**src/rtl/wtofa_pkg.sv**
```systemverilog
`timescale 1ns / 1ps
// ----------------------------------------------------------------------------
// wtofa_pkg
// Shared widths, register codes, wave and cosine table generation and
// saturation helpers for the wavetable oscillator with folder and allpass.
// ----------------------------------------------------------------------------
package wtofa_pkg;

    localparam int TABLE_DEPTH     = 1024;
    localparam int COS_TABLE_DEPTH = 256;

    localparam int FREQ_W     = 24;
    localparam int SAMPLE_W   = 24;
    localparam int CFG_IDX_W  = 3;
    localparam int CFG_DATA_W = 28;
    localparam int COEF_W     = 24;
    localparam int SCALE_W    = 28;
    localparam int PHASE_W    = 32;
    localparam int DELAY_W    = 32;
    localparam int FRAC_W     = 16;
    localparam int TURN_W     = 18;

    // shared multiplier operand and product widths
    localparam int MA_W   = 33;
    localparam int MB_W   = 27;
    localparam int PROD_W = MA_W + MB_W;
    localparam int ACC_W  = 64;
    localparam int E_W    = 27;
    localparam int WT_W   = 22;

    localparam logic [SCALE_W-1:0]         SCALE_RESET  = 28'd24988901;
    localparam logic signed [SAMPLE_W-1:0] SQUARE_LEVEL = 24'sd943718;

    typedef enum logic [CFG_IDX_W-1:0] {
        REG_FOLD_GAIN      = 3'd0,
        REG_FOLD_OFFSET    = 3'd1,
        REG_FOLD_ENABLE    = 3'd2,
        REG_ALLPASS_ENABLE = 3'd3,
        REG_ALLPASS_C      = 3'd4,
        REG_ALLPASS_D      = 3'd5,
        REG_WAVE_SELECT    = 3'd6,
        REG_PHASE_SCALE    = 3'd7
    } t_reg_idx;

    // odd harmonic weights 1, -1/9, 1/25, -1/49 in Q20
    function automatic logic signed [WT_W-1:0] harm_weight(input logic [1:0] h);
        logic signed [WT_W-1:0] w;
        case (h)
            2'd0:    w = 22'sd1048576;
            2'd1:    w = -22'sd116508;
            2'd2:    w = 22'sd41943;
            default: w = -22'sd21400;
        endcase
        return w;
    endfunction

    // sin(pi/2 * num4 / 2^lg) in Q20 by a Q30 series, elaboration only
    function automatic logic signed [SAMPLE_W-1:0] sin_at(input int unsigned num4,
                                                         input int unsigned lg);
        logic [63:0] q;
        logic [63:0] u;
        logic [63:0] v;
        logic [63:0] x;
        logic [63:0] x2;
        logic [63:0] h;
        logic [63:0] s;
        logic [63:0] p;
        int k;
        q = (64'(num4) >> lg) & 64'd3;
        u = (64'(num4) & ((64'd1 << lg) - 64'd1)) << (32 - lg);
        v = q[0] ? ((64'd1 << 32) - u) : u;
        x = (64'd1686629713 * v) >> 32;
        x2 = (x * x) >> 30;
        h = 64'd1073741824;
        for (k = 6; k >= 1; k--) begin
            p = (x2 * h) >> 30;
            case (k)
                6:       h = 64'd1073741824 - (p / 64'd156);
                5:       h = 64'd1073741824 - (p / 64'd110);
                4:       h = 64'd1073741824 - (p / 64'd72);
                3:       h = 64'd1073741824 - (p / 64'd42);
                2:       h = 64'd1073741824 - (p / 64'd20);
                default: h = 64'd1073741824 - (p / 64'd6);
            endcase
        end
        s = (x * h) >> 30;
        s = (s + 64'd512) >> 10;
        if (s > 64'd1048576) begin
            s = 64'd1048576;
        end
        return q[1] ? -$signed(SAMPLE_W'(s)) : $signed(SAMPLE_W'(s));
    endfunction

    function automatic logic signed [SAMPLE_W-1:0] sat24(input logic signed [ACC_W-1:0] v);
        logic signed [SAMPLE_W-1:0] r;
        if (v > 64'sd8388607) begin
            r = 24'sd8388607;
        end else if (v < -64'sd8388608) begin
            r = -24'sd8388608;
        end else begin
            r = v[SAMPLE_W-1:0];
        end
        return r;
    endfunction

    function automatic logic signed [DELAY_W-1:0] sat32(input logic signed [ACC_W-1:0] v);
        logic signed [DELAY_W-1:0] r;
        if (v > 64'sd2147483647) begin
            r = 32'sh7fffffff;
        end else if (v < -64'sd2147483648) begin
            r = 32'sh80000000;
        end else begin
            r = v[DELAY_W-1:0];
        end
        return r;
    endfunction

endpackage

```
**src/rtl/wtofa_mul.sv**
```systemverilog
`timescale 1ns / 1ps
// ----------------------------------------------------------------------------
// wtofa_mul
// Shared signed multiplier with a registered product.
// ----------------------------------------------------------------------------
module wtofa_mul (
    input  logic                                    i_clk,
    input  logic signed [wtofa_pkg::MA_W-1:0]       i_a,
    input  logic signed [wtofa_pkg::MB_W-1:0]       i_b,
    output logic signed [wtofa_pkg::PROD_W-1:0]     o_prod
);
    logic signed [wtofa_pkg::PROD_W-1:0] r_prod;

    always_ff @(posedge i_clk) begin
        r_prod <= i_a * i_b;
    end

    assign o_prod = r_prod;

endmodule

```
**config.mk**
```make
export PLATFORM = sky130hd
export DESIGN_NAME = wtofa_mul
export DESIGN_NICKNAME = d
export VERILOG_FILES = /design/src/rtl/wtofa_pkg.sv /design/src/rtl/wtofa_mul.sv
export SDC_FILE = /design/constraint.sdc
export NUM_CORES = 2
export LEC_CHECK = 0
export BUFFER_PORTS_ARGS = -buffer_cell sky130_fd_sc_hd__buf_2
export CORE_MARGIN = 2
export CORE_UTILIZATION = 40
export DETAILED_ROUTE_END_ITERATION = 7
export PLACE_DENSITY_LB_ADDON = 0.2
export SLEW_MARGIN = 15
export SYNTH_ARGS = -nofsm -noshare
export SYNTH_HDL_FRONTEND = slang
export SYNTH_SLANG_ARGS = --single-unit
```
**constraint.sdc**
```tcl
create_clock -name i_clk -period 9.6 [get_ports i_clk]
set_input_delay 1.92 -clock i_clk [delete_from_list [all_inputs] [get_ports i_clk]]
set_output_delay 1.92 -clock i_clk [all_outputs]
set_load 0.03 [all_outputs]
```
Word-level counts from Yosys, hierarchy flattened
Cells that the tools add are included.

storage, ports and cells
  ROM bits = 0
  bits in registers = 60
  latch bits = 0
  word-level logic and storage cells = 2
  bits in writable memories = 0
  memories = 0
  output and inout bits = 60

operators by class
  shift-type cells = 0
  divide/modulo/power cells = 0
  add/subtract/negate cells = 0
  multipliers = 1
  muxes and demuxes = 0
  $lt $le $gt $ge = 0
  equality and inequality tests = 0
  reduce and logical (&&, ||, !) cells = 0
  bitwise gates (word level) = 0

operators with widths
  cell            count
  $mul 33x27->60  1

Depth between registers and ports, before layout
  depth after elaboration = 1
  mapped depth = 28

Worst setup path after synthesis
No wires, ideal clock.

  path kind = input to register
  start point = in i_a[32] (netlist name)
  end point = reg r_prod, in the netlist o_prod[53]
  arrival time = 8.356 ns
  setup slack = 1.124 ns
  stages on the path = 23
  buffers on the path = 2
  cells stage by stage = clkbuf_1 > nand2_1 > inv_1 > fa_1 > fa_1 > fa_1 > ha_1 > inv_1 > fa_1 > inv_1 > fa_1 > fa_1 > ha_1 > clkbuf_1 > a21o_1 > a21o_1 > a21o_1 > a21oi_1 > o21ai_0 > a21o_1 > or2_2 > a311oi_1 > nor2_1

on the way
  longest elaborated chain between the ends = 1

RTL lines
  item                  RTL line         text
  from (decl)           wtofa_mul.sv:8   input logic signed [wtofa_pkg::MA_W-1:0] i_a,
  $mul 33x27->60        wtofa_mul.sv:15  r_prod <= i_a * i_b;
  to (signal assigned)  wtofa_mul.sv:15
  to (decl)             wtofa_mul.sv:12  logic signed [wtofa_pkg::PROD_W-1:0] r_prod;

No other way between the ends.

Final worst setup path
  start point = in i_b[3] (netlist name)
  end point = reg r_prod, in the netlist o_prod[53]

on the way
  longest elaborated chain between the ends = 1

RTL lines
  item            RTL line         text
  from (decl)     wtofa_mul.sv:9   input logic signed [wtofa_pkg::MB_W-1:0] i_b,
  $mul 33x27->60  wtofa_mul.sv:15

No other way between the ends.

==> results_dict.tcl <==
set metrics [dict create \
    critical_path.most_common_cell "fa_1" \
    drt_pass1_iterations 5 \
    ios 121 \
    cts-htree-levels 3 \
    worst_pin_slew_ps 783 \
    crit_path_start "i_b[3]" \
    clock_sinks 60 \
    post_synth_num_cell_types 57 \
    avgViaCountPerCell 4.82 \
    setup-tns-final_ps 0 \
    syn_area_per_cell_um2 9.21 \
    final_min_period_over_clock_period 0.953 \
    area_growth_pct 7.57 \
    total_via_count_in_the_routed_design 22500 \
    drt_first_iter_violations 920 \
    required_time_of_the_worst_setup_path_ps 9910 \
    grt_start_max_net_pins 29 \
    crit_family "adder cells" \
    holdBufCountCts 0 \
    post-cts-setup-buffers 0 \
    post_cts_resize_count 0 \
    critPathBufInv 8 \
    grtUsageTotal 0.224 \
    layout-drive-gt1-share 0.0732 \
    sequential_fraction_of_the_synthesis_area 0.0370 \
    synth.largest_area_cell "fa_1" \
    drc_violation_count_after_routing 0 \
    vertical_die_dimension_um 289 \
    mappedNetlistArea_mm2 0.0325 \
    drv_cap 0 \
    synth_fp_nets 4670 \
    crit_path_max_incr_delay_ps 550 \
    run_status "completed" \
    post_synth_xor_xnor_area 0.0170 \
    worst_slew_margin_rel 0.475 \
    core.rowCount 104 \
    final_area_mm2 0.0350 \
    finalWorstPathRequiredPeriod_ps 9150 \
    worstPathMaxFanout 21 \
    nets 4744 \
    ys.warnings.count 0 \
    async_flop_share 0 \
    totalWireLength_mm 87.0 \
    dpl.cell_count 4651 \
    synth-adder-area-share 0.627 \
    number_of_flops_mapped_to_enable_cells_by_yosys 0 \
    grt-ovfl-total 0 \
    setup.worst_path.end_class "flip-flop" \
    timing_worst_setup_path_type "input pin to flip-flop" \
    worstPathArrival_ps 9450 \
    clkTransAtPathRegs_ps 90 \
    cp-start-kind "input pin" \
    yosys_most_used_dff "dfxtp_1" \
    route.antenna.remaining_nets 0 \
    yosys_register_bits 60 \
    hold_class "input pin to flip-flop" \
    post_drt_wl_per_cell_um 18.6 \
    synth.most_common_cell "inv_1" \
    core_mm2 0.0804 \
    final_instance_count_without_filler_cells 4669 \
    hold_start "i_a[0]" \
    grt_antenna_before_repair 9 \
    slew_viol_final 0 \
    gp_congestion 0.862 \
    muxShareOfSynthArea 0.000347 \
    initial_util 0.404 \
    hold_violations 0 \
    dieArea_mm2 0.0835 \
    global_route_wire_length_before_repair_mm 141 \
    cts_root_cell "clkbuf_16" \
    clock_tree.buffer_depth 2 \
    placed_cell_area_mm2 0.0346 \
    largest_register_ffs 60 \
    share_of_the_synthesized_area_in_the_top_cell_type 0.561 \
    synth_simple_gate_area_frac 0.152 \
    die_x_um 289 \
    port-buffer-count 120 \
    synth_compound_area_frac 0.0359 \
    synthesis.instances 3528 \
    dominant_combinational_cell_family_by_area_after_synthesis "adder cells" \
    cts_made_buffers 9 \
    netlist_top_cells_count "960 x inv_1, 911 x fa_1, 515 x nand2_1" \
    post-dp-hpwl_mm 76.9 \
    tritoncts "yes" \
    first_global_vias 25200 \
    synth.top_cells.by_area "fa_1 56%, inv_1 11%, and2_1 7.5%" \
    setup_viol_count_final 0 \
    grt_setup_unrepaired "false" \
    cp_slowest_cell "fa_1" \
    max_clock_freq_mhz 109 \
    final.hold.worst_slack_ps 2180 \
]
final timing paths:
path | slack [ps] | depth (start not counted) | endpoint
max | 450 | 26 | o_prod[53]$_DFF_P_
min | 2180 | 3 | o_prod[0]$_DFF_P_
metal layers:
metal | vias up | GRT usage | wire [um]
met5 | - | 0 | 73
met4 | 10 | 0.103 | 4300
met3 | 135 | 0.0261 | 2960
met2 | 401 | 0.400 | 45700
met1 | 11900 | 0.271 | 34000
li1 | 10100 | - | -
layout make-up:
type | instances | area [um^2]
clock inverters | 7 | 82.6
flip-flops and latches | 60 | 1200
multi-input cells | 2335 | 27000
clock buffers | 9 | 225
repair buffers | 235 | 1480
inverters | 961 | 3610
diodes | 2 | 5.00
fillers | 8125 | 45500
well taps | 1060 | 1330
cells by family after synthesis:
group                    count (synthesis)
adder cells (fa/ha/maj)               1081
AND/OR/NAND/NOR                       1013
flip-flops                              60
buffers and inverters                 1133
AO/OA/AOI/OAI                          177
multiplexers                             1
XOR/XNOR                                63
through the flow:
step	utilization	worst slack (ps)
5_1_grt	0.435	195
3_3_place_gp	0.431	-285
2_1_floorplan	-	1120
3_5_place_dp	0.431	-129
4_1_cts	0.435	262
6_report	0.435	451
layout by cell type (no fill, tap or decap), types with 9 or more instances in the layout:
master	instances
and2_1	389
xnor2_1	42
o21bai_1	9
nand4_1	9
nor2_1	49
inv_1	960
a21o_1	25
nand2b_1	11
ha_1	170
xor2_1	21
nand3_1	9
o21ai_0	28
dfxtp_1	60
buf_4	114
clkbuf_16	9
buf_2	120
nand2_1	515
a21oi_1	53
fa_1	911
and3_1	11
a211oi_1	9
Power is not shown: default switching activity piles up to over one toggle a cycle in this logic, so the estimate is an artifact.
